`src/rtl/core/clsr_pkg.sv`:
```
`timescale 1ns / 1ps

package clsr_pkg;

	localparam int DEF_COLUMNS = 16;
	localparam int DEF_ROWS    = 2;

	localparam logic [7:0] ADDR_LINE_A = 8'h80;
	localparam logic [7:0] ADDR_LINE_B = 8'hC0;
	localparam logic [7:0] CMD_CLEAR   = 8'h01;
	localparam logic [7:0] SPACE_CODE  = 8'h20;

	typedef enum logic [1:0] {
		ACT_TICK  = 2'd0,
		ACT_PRINT = 2'd1,
		ACT_CLEAR = 2'd2
	} action_t;

	// Cursor control: load from the item, step to the next cell, return home
	typedef struct packed {
		logic load;
		logic step;
		logic zero;
	} cursor_ctl_t;

	function automatic int width_of(input int n);
		return (n > 1) ? $clog2(n) : 1;
	endfunction

	// Set-DDRAM-address command for a cell; rows 2 and 3 continue lines A and B
	function automatic logic [7:0] lcd_address(input logic [1:0] row, input logic [7:0] col,
			input int columns);
		logic [7:0] base;
		base = row[0] ? ADDR_LINE_B : ADDR_LINE_A;
		if (row[1]) begin
			base = base + 8'(columns);
		end
		return base + col;
	endfunction

endpackage

```
`src/rtl/core/clsr_ram.sv`:
```
`timescale 1ns / 1ps

module clsr_ram #(
	parameter int WIDTH = 8,
	parameter int DEPTH = 32,
	parameter int AW    = (DEPTH > 1) ? $clog2(DEPTH) : 1
) (
	input  logic             clk,
	input  logic             we,
	input  logic [AW-1:0]    waddr,
	input  logic [WIDTH-1:0] wdata,
	input  logic [AW-1:0]    raddr,
	output logic [WIDTH-1:0] rdata
);

	logic [WIDTH-1:0] mem [DEPTH];

	always_ff @(posedge clk) begin
		if (we) begin
			mem[waddr] <= wdata;
		end
		rdata <= mem[raddr];
	end

endmodule

```
`src/rtl/core/clsr_cursor.sv`:
```
`timescale 1ns / 1ps

module clsr_cursor import clsr_pkg::*; #(
	parameter int COLUMNS = DEF_COLUMNS,
	parameter int ROWS    = DEF_ROWS,
	parameter int COL_W   = width_of(COLUMNS),
	parameter int ROW_W   = width_of(ROWS)
) (
	input  logic             clk,
	input  logic             arst_n,
	input  cursor_ctl_t      ctl,
	input  logic [3:0]       load_col,
	input  logic [1:0]       load_row,
	output logic [COL_W-1:0] col,
	output logic [ROW_W-1:0] row
);

	logic [COL_W-1:0] col_q;
	logic [ROW_W-1:0] row_q;
	logic [COL_W-1:0] col_nxt;
	logic [ROW_W-1:0] row_nxt;

	// Effective position for this item: clamp a loaded start onto the display
	always_comb begin
		col = col_q;
		row = row_q;
		if (ctl.load) begin
			col = (int'(load_col) >= COLUMNS) ? COL_W'(COLUMNS - 1) : COL_W'(load_col);
			row = (int'(load_row) >= ROWS) ? ROW_W'(ROWS - 1) : ROW_W'(load_row);
		end
	end

	// Advance across the columns, wrap to the next row and back to row 0
	always_comb begin
		col_nxt = COL_W'(int'(col) + 1);
		row_nxt = row;
		if (int'(col) + 1 >= COLUMNS) begin
			col_nxt = '0;
			row_nxt = (int'(row) + 1 >= ROWS) ? '0 : ROW_W'(int'(row) + 1);
		end
	end

	always_ff @(posedge clk or negedge arst_n) begin
		if (!arst_n) begin
			col_q <= '0;
			row_q <= '0;
		end else if (ctl.zero) begin
			col_q <= '0;
			row_q <= '0;
		end else if (ctl.step) begin
			col_q <= col_nxt;
			row_q <= row_nxt;
		end
	end

endmodule

```
`src/rtl/core/char_lcd_shadow_refresh_unit.sv`:
```
`timescale 1ns / 1ps

// Shadow copy of a character LCD, refreshed one cell per tick.
// Command channel: an item (action, start_text, column, row, character) is
// taken at a rising edge with start high and busy low.
// Result channel: each LCD bus write (to_data_reg, bus_byte, last) shows for
// exactly one cycle with strobe high; the receiver cannot hold it off.
// Latency: the first result appears in the cycle after the item is taken.
// A refresh tick gives the set-address command, then the cell byte in the
// following cycle; busy is high during that first result cycle, so no new
// item is taken between the two. Print and clear items do not raise busy (a
// clear gives the display-clear command, a print gives nothing), so such
// items can come back to back. The cell byte is read through the registered
// read port of the cell memory.
// Reset: all cells read as spaces through per-cell valid bits, and both the
// scan and write positions return to row 0 column 0; no clearing pass.
// A clear item drops all valid bits at once.
module char_lcd_shadow_refresh_unit import clsr_pkg::*; #(
	parameter int COLUMNS = DEF_COLUMNS,
	parameter int ROWS    = DEF_ROWS
) (
	input  logic       clk,
	input  logic       arst_n,
	input  logic       start,
	output logic       busy,
	input  logic [1:0] action,
	input  logic       start_text,
	input  logic [3:0] column,
	input  logic [1:0] row,
	input  logic [7:0] character,
	output logic       strobe,
	output logic       to_data_reg,
	output logic [7:0] bus_byte,
	output logic       last
);

	localparam int CELLS = COLUMNS * ROWS;
	localparam int COL_W = width_of(COLUMNS);
	localparam int ROW_W = width_of(ROWS);
	localparam int IDX_W = width_of(CELLS);

	logic accept;
	logic is_tick;
	logic is_print;
	logic is_clear;

	cursor_ctl_t wr_ctl;
	cursor_ctl_t sc_ctl;
	logic [COL_W-1:0] wr_col;
	logic [ROW_W-1:0] wr_row;
	logic [COL_W-1:0] sc_col;
	logic [ROW_W-1:0] sc_row;
	logic [IDX_W-1:0] wr_idx;
	logic [IDX_W-1:0] sc_idx;
	logic [7:0]       rdata;

	logic [CELLS-1:0] valid_q;
	logic             valid_s1;
	logic             phase_q;
	logic             strobe_q;
	logic             to_data_q;
	logic [7:0]       bus_byte_q;
	logic             last_q;

	assign accept = start & ~busy;
	assign busy   = phase_q;

	always_comb begin
		is_tick  = 1'b0;
		is_print = 1'b0;
		is_clear = 1'b0;
		case (action_t'(action))
			ACT_TICK:  is_tick  = accept;
			ACT_PRINT: is_print = accept;
			ACT_CLEAR: is_clear = accept;
			default: ;
		endcase
	end

	always_comb begin
		wr_ctl.load = is_print & start_text;
		wr_ctl.step = is_print;
		wr_ctl.zero = 1'b0;
		sc_ctl.load = 1'b0;
		sc_ctl.step = is_tick;
		sc_ctl.zero = is_clear;
	end

	clsr_cursor #(
		.COLUMNS(COLUMNS),
		.ROWS   (ROWS)
	) u_wr_cursor (
		.clk     (clk),
		.arst_n  (arst_n),
		.ctl     (wr_ctl),
		.load_col(column),
		.load_row(row),
		.col     (wr_col),
		.row     (wr_row)
	);

	clsr_cursor #(
		.COLUMNS(COLUMNS),
		.ROWS   (ROWS)
	) u_sc_cursor (
		.clk     (clk),
		.arst_n  (arst_n),
		.ctl     (sc_ctl),
		.load_col(column),
		.load_row(row),
		.col     (sc_col),
		.row     (sc_row)
	);

	assign wr_idx = IDX_W'(int'(wr_row) * COLUMNS + int'(wr_col));
	assign sc_idx = IDX_W'(int'(sc_row) * COLUMNS + int'(sc_col));

	clsr_ram #(
		.WIDTH(8),
		.DEPTH(CELLS)
	) u_cells (
		.clk  (clk),
		.we   (is_print),
		.waddr(wr_idx),
		.wdata(character),
		.raddr(sc_idx),
		.rdata(rdata)
	);

	always_ff @(posedge clk or negedge arst_n) begin
		if (!arst_n) begin
			valid_q <= '0;
		end else if (is_clear) begin
			valid_q <= '0;
		end else if (is_print) begin
			valid_q[wr_idx] <= 1'b1;
		end
	end

	// Sample the cell's valid bit alongside the memory read
	always_ff @(posedge clk) begin
		if (is_tick) begin
			valid_s1 <= valid_q[sc_idx];
		end
	end

	always_ff @(posedge clk or negedge arst_n) begin
		if (!arst_n) begin
			phase_q  <= 1'b0;
			strobe_q <= 1'b0;
		end else begin
			phase_q  <= is_tick;
			strobe_q <= is_tick | is_clear | phase_q;
		end
	end

	always_ff @(posedge clk) begin
		if (is_tick) begin
			to_data_q  <= 1'b0;
			bus_byte_q <= lcd_address(2'(sc_row), 8'(sc_col), COLUMNS);
			last_q     <= 1'b0;
		end else if (is_clear) begin
			to_data_q  <= 1'b0;
			bus_byte_q <= CMD_CLEAR;
			last_q     <= 1'b1;
		end else if (phase_q) begin
			to_data_q  <= 1'b1;
			bus_byte_q <= valid_s1 ? rdata : SPACE_CODE;
			last_q     <= 1'b1;
		end
	end

	assign strobe      = strobe_q;
	assign to_data_reg = to_data_q;
	assign bus_byte    = bus_byte_q;
	assign last        = last_q;

endmodule

```
`config.mk`:
```
export PLATFORM = sky130hd
export DESIGN_NAME = char_lcd_shadow_refresh_unit
export DESIGN_NICKNAME = d
export VERILOG_FILES = /design/src/rtl/core/clsr_pkg.sv /design/src/rtl/core/clsr_ram.sv /design/src/rtl/core/clsr_cursor.sv /design/src/rtl/core/char_lcd_shadow_refresh_unit.sv
export SDC_FILE = /design/constraint.sdc
export NUM_CORES = 1
export LEC_CHECK = 0
export BUFFER_PORTS_ARGS = -buffer_cell sky130_fd_sc_hd__buf_2
export CORE_ASPECT_RATIO = 2
export CORE_UTILIZATION = 25
export DETAILED_ROUTE_END_ITERATION = 7
export GPL_ROUTABILITY_DRIVEN = 1
export PLACE_DENSITY = 0.38
export SYNTH_ARGS = -nofsm -noshare
export SYNTH_HDL_FRONTEND = slang
export SYNTH_HIERARCHICAL = 1
export SYNTH_SLANG_ARGS = --single-unit
```
`constraint.sdc`:
```
create_clock -name clk -period 4.03 [get_ports clk]
set_clock_uncertainty 0.15 [all_clocks]
set_input_delay 0.403 -clock clk [delete_from_list [all_inputs] [get_ports clk]]
set_output_delay 0.403 -clock clk [all_outputs]
set_load 0.01 [all_outputs]
```
==> results.json, run 1 <==
{
  "largest_reg_flops": 256,
  "synth_seq_cells": 319,
  "finalCritPeriodShare": 0.870,
  "drt_iter0_drc": 643,
  "critPathMaxStageDelay_ps": 650,
  "drive_gt1_frac": 0.290,
  "gp_congestion": 0.809,
  "p_int_mw": 5.72,
  "cp_slowest_cell": "or3b_2",
  "num_rows": 117,
  "cp.required_ps": 4080,
  "wl_per_cell_um": 24.1,
  "nets": 801,
  "setup_viol": 0,
  "initial_utilization": 0.253,
  "max_cap_violations": 0,
  "vias": 6576,
  "cp.arrival_ps": 3550,
  "status": "finished, final reports clean",
  "regMostFlops": "u_cells/mem",
  "antenna_found_initial": 0,
  "tritoncts": "built",
  "min-delay-path-class": "input port to register",
  "grt_pass1_wl_mm": 50.5,
  "cts_buffer_depth": 3,
  "synth_cells": 698,
  "fin_tns_setup_ps": 0,
  "fmax_mhz": 285,
  "ant_nets": 0,
  "synth-edff-count": 265,
  "syn_area_per_cell_um2": 18.5,
  "core-area_mm2": 0.0509,
  "grt_max_degree": 45,
  "path_max_fanout": 12,
  "hold_ws_ps": 41.9,
  "p_per_area_mw_per_mm2": 496,
  "drv_slew": 0,
  "rr_worst_depth": 5,
  "vdd_drop_max_v": 0.000286,
  "switching_share": 0.235,
  "post-cts-setup-buffers": 0,
  "combPwrFrac": 0.109,
  "rsz0062_at_grt": "no",
  "netlist.area_leader.share": 0.616,
  "critical_path.cell_chain": "and4bb_2, and2_1, mux2_2, or3b_2, nor2_1",
  "ys_warn_count": 6,
  "grt_pass1_vias": 7179,
  "portBuffers": 31,
  "hold_depth": 3,
  "yosys.area.top_type": "edfxtp_1",
  "synth_cell_types": 52,
  "p_seq_frac": 0.490,
  "cts.sink_count": 319,
  "crit_type": "register to register",
  "clk_latency_ps": 580,
  "finish.utilization": 0.296,
  "ios": 32,
  "h-tree-depth": 1,
  "worst_pin_slew_ps": 1150,
  "cts_buffers": 31,
  "async_reset_ff_frac": 0.138,
  "top_regs": "u_cells/mem x256, valid_q x32",
  "p_leak_nw": 5.07,
  "dr.pass1.iters": 5,
  "root_buffer": "clkbuf_16",
  "startpoint_type": "register",
  "insertedDiodeCount": 0,
  "cts_resized": 0,
  "hpwl_mm": 24.7,
  "hold_violations": 0,
  "synth.area.top_cells": "edfxtp_1 (62%), mux4_2 (14%), dfrtp_1 (8.5%)",
  "netSwitchingPower_mw": 1.76,
  "drc": 0,
  "ys_seq_area_frac": 0.717,
  "areaGrowthSynthToFinish_pct": 16.9,
  "synth_area_mm2": 0.0129,
  "die-area_mm2": 0.0526,
  "synth_flop_cell": "edfxtp_1",
  "grt_util_all_layers": 0.137,
  "end_kind": "register",
  "die_w_um": 163,
  "wl_mm": 35.1,
  "path_clk_slew_ps": 70,
  "fin_crit_ps": 3510,
  "p_clk_frac": 0.401,
  "via_per_inst": 4.51,
  "slew_headroom": 0.230,
  "overflow": 0,
  "dieHeight_um": 323
}
[synth_stat cells (6+ instances only)]
cell type and number:
mux2_2 16, nand2_1 14, buf_1 7, nand2b_1 6, mux2i_1 20, edfxtp_1 265
dfrtp_1 44, buf_2 7, mux4_2 80, nor2_1 83, buf_4 9, nand3_1 13
a21oi_1 36, dfxtp_1 10, clkbuf_1 6, nand3b_1 9
[power by group through the flow]
stage | clock network, mW | logic, mW | registers (mW)
floorplan | 0 | 0.517 | 3.73
global placement | 0 | 0.854 | 3.73
detailed placement | 0 | 0.859 | 3.74
CTS | 3.08 | 0.861 | 3.67
global route | 3.20 | 0.880 | 3.67
finish | 3.00 | 0.820 | 3.66
[path summary, 6_finish.rpt]
check,from,to,slack (ps)
max,busy,u_cells/mem[20][4],520
min,action[0],to_data_reg,40
max reg2reg,busy,u_cells/mem[20][4],520
min reg2reg,valid_q[24],valid_q[24],350
max in group asynchronous,arst_n,valid_q[7],2650
min in group asynchronous,arst_n,u_sc_cursor/col_q[2],410
[through the flow]
| stage | worst slack (ps) | cell area (um^2) | power [mW] | instances |
|---|---|---|---|---|
| global placement | 526 | 14000 | 4.59 | 1399 |
| finish | 524 | 15100 | 7.49 | 1458 |
| detailed placement | 451 | 14000 | 4.59 | 1399 |
| CTS | 503 | 15100 | 7.61 | 1458 |
| global route | 367 | 15100 | 7.75 | 1458 |
| floorplan | 830 | 12900 | 4.25 | 706 |
[metal layers]
layer	vias up	wire [um]	track usage
li1	2922	-	-
met1	3484	11900	0.131
met2	129	21600	0.292
met3	41	981	0.0163
met4	0	618	0.0349
met5	-	0	0
[critical path: cells and delay by family, from the launching register on]
kind | cells | cell delay, ps
and+or+nand+nor | 4 | 2040
muxes | 1 | 480
DFF | 1 | 450
[logic make-up (layout without fill, tap and decap cells)]
group	Yosys count	after routing	share of synthesized area
DFF	319	319	0.717
and+or+nand+nor	162	162	0.0633
muxes	118	118	0.171
AOI/OAI and AO/OA	55	55	0.0249
buffers and inverters	35	133	0.0171
xor gates and xnor gates	6	6	0.00407
adders and majority gates	2	2	0.00194
other	1	9	0.000290
[cells in the final DEF (no fill, tap or decap), types with 4 or more instances in the layout]
master / Yosys / layout
nand2b_1: 6 / 6
nand3b_1: 9 / 9
dfxtp_1: 10 / 10
nor2_1: 83 / 83
clkinv_2: 0 / 6
a22oi_1: 4 / 4
xor2_1: 4 / 4
mux2i_1: 20 / 20
conb_1: 1 / 9
clkbuf_16: 0 / 31
buf_2: 7 / 31
buf_4: 9 / 41
edfxtp_1: 265 / 265
nor3_1: 4 / 4
clkinv_1: 0 / 4
dfrtp_1: 44 / 44
mux2_2: 16 / 15
mux4_2: 80 / 80
nand3_1: 13 / 13
bufinv_16: 0 / 5
nand4_1: 5 / 5
nand2_1: 14 / 14
a21oi_1: 36 / 35
clkbuf_1: 6 / 5
[repair_timing]
action                                  CTS  global route
endpoints found under the hold margin    44             0
hold buffers                              1             0
endpoints found under the setup margin    0             0
[layout make-up]
cell class | count | area (um^2)
well taps | 654 | 818
flip-flops and latches | 319 | 9260
inverters | 1 | 3.75
clock inverters | 22 | 254
multi-input cells | 352 | 3470
fillers | 5049 | 35900
repair buffers | 74 | 493
clock buffers | 36 | 795
Power figures use the tool's default switching activity.
==> inputs of run 2 (changes only) <==
==> constraint.sdc (replaced) <==
create_clock -name clk -period 3.8 [get_ports clk]
set_clock_uncertainty 0.15 [all_clocks]
set_input_delay 0.76 -clock clk [delete_from_list [all_inputs] [get_ports clk]]
set_output_delay 0.76 -clock clk [all_outputs]
set_load 0.01 [all_outputs]
==> run 2 against run 1 <==
Clock power up 11%. Highest routed layer unchanged. Flip-flop and latch count unchanged. Critical path type unchanged. Final cell count rose by 0.69%. Via count is 1.5% higher. Sequential share of layout area fell by 0.67 points.
==> results.json, run 2 (same netlist as run 1, synthesis figures left out) <==
{
  "top_regs": "u_cells/mem x256, valid_q x32",
  "worst_pin_slew_ps": 1080,
  "cts_buffers": 30,
  "startpoint_type": "register",
  "grt_pass1_vias": 7213,
  "dr.pass1.iters": 5,
  "rsz0062_at_grt": "no",
  "largest_reg_flops": 256,
  "critPathMaxStageDelay_ps": 590,
  "insertedDiodeCount": 0,
  "num_rows": 117,
  "drv_slew": 0,
  "ctsHoldBuffers": 0,
  "vias": 6672,
  "p_per_area_mw_per_mm2": 531,
  "cp.arrival_ps": 3200,
  "path_max_fanout": 17,
  "total_power_mw": 8.10,
  "cp_slowest_cell": "or3b_2",
  "status": "finished, final reports clean",
  "fin_tns_setup_ps": 0,
  "h-tree-depth": 1,
  "grt_pass1_wl_mm": 50.8,
  "hold_violations": 0,
  "vdd_drop_max_v": 0.000325,
  "post-cts-setup-buffers": 0,
  "final_common_cell": "edfxtp_1",
  "nets": 812,
  "initial_utilization": 0.253,
  "slew_headroom": 0.279,
  "hpwl_mm": 24.7,
  "die_w_um": 163,
  "dieHeight_um": 323,
  "tritoncts": "built",
  "final-seq-area_mm2": 0.00926,
  "ant_nets": 0,
  "wl_per_cell_um": 23.8,
  "finalCritPeriodShare": 0.811,
  "crit_type": "register to register",
  "fmax_mhz": 325,
  "clk_latency_ps": 590,
  "path_clk_slew_ps": 70,
  "via_per_inst": 4.54,
  "critical_path.cell_chain": "and4bb_2, and2_1, mux2_2, or3b_2, nor2_1, buf_4",
  "cts_resized": 0,
  "portBuffers": 31,
  "drc": 0,
  "multi_input_area_mm2": 0.00347,
  "regMostFlops": "u_cells/mem",
  "ios": 32,
  "design_area_mm2": 0.0153,
  "fillerInstances": 4995,
  "cts_buffer_depth": 3,
  "final_cell_mix": "edfxtp_1 (265), nor2_1 (83), mux4_2 (80)",
  "end_kind": "register",
  "wl_mm": 34.9,
  "die-area_mm2": 0.0526,
  "drive_gt1_frac": 0.306,
  "root_buffer": "clkbuf_16",
  "cts.sink_count": 319,
  "core-area_mm2": 0.0509,
  "min-delay-path-class": "input port to asynchronous set/reset pin",
  "drt_iter0_drc": 585,
  "setup_viol": 0,
  "grt_util_all_layers": 0.137,
  "antenna_found_initial": 0,
  "areaGrowthSynthToFinish_pct": 18.2,
  "cp.required_ps": 3920,
  "placedInstanceArea_mm2": 0.0142,
  "overflow": 0,
  "max_cap_violations": 0,
  "fin_crit_ps": 3080,
  "gp_congestion": 0.784,
  "grt_max_degree": 45,
  "p_leak_nw": 5.15
}
-- run 2: cell types whose count changed in the layout (fill, tap and decap cells not counted), sizes merged --
cell and delta:
dlygate4sd3 -1, clkinvlp +4, inv +2, buf +13, bufinv +2, clkbuf -5, clkinv -5
-- run 2: path summary, 6_finish.rpt --
| path | start | to | slack, ps | cells after the start |
|---|---|---|---|---|
| worst max-delay path | busy | u_cells/mem[19][0] | 720 | 6 |
| worst min-delay path | arst_n | u_wr_cursor/col_q[3] | 220 | 1 |
| worst max register to register | busy | u_cells/mem[19][0] | 720 | 6 |
| worst min register to register | last | last | 330 | 2 |
| max in group asynchronous | arst_n | valid_q[8] | 2600 | 1 |
| min in group clk | last | last | 330 | 2 |
-- run 2: per-stage QoR --
stage                      util  instances  setup WS (ps)  hold WS, ps
after floorplan               -        706            311          312
after global placement    0.278       1412            371          307
after detailed placement  0.278       1412            344          315
after CTS                 0.300       1468            694          224
after global routing      0.300       1468            572          279
final                     0.300       1468            719          224
-- run 2: report_power, final --
group / internal, mW / total [mW] / switching (mW)
clock network: 1.95 / 3.33 / 1.39
registers: 3.86 / 3.88 / 0.0288
logic: 0.377 / 0.879 / 0.502
-- run 2: layout make-up --
| class | instances | area share |
|---|---|---|
| clock buffers | 31 | 0.0494 |
| clock inverters | 25 | 0.0229 |
| inverters | 1 | 0.000246 |
| multi-input cells | 352 | 0.227 |
| flip-flops and latches | 319 | 0.607 |
| well taps | 654 | 0.0536 |
| repair buffers | 86 | 0.0397 |
-- run 2: worst max-delay path, delay by kind of cell (launching register included) --
family / cells / cell delay, ps
buf+inv: 1 / 210
mux: 1 / 510
flops: 1 / 470
simple gates: 4 / 1420
-- run 2: per-layer routing --
metal,global-route usage,wire length [um],vias to the layer above
met5,0,0,-
met3,0.0138,911,56
li1,-,-,2961
met1,0.134,11600,3502
met2,0.288,21400,153
met4,0.0461,1030,0
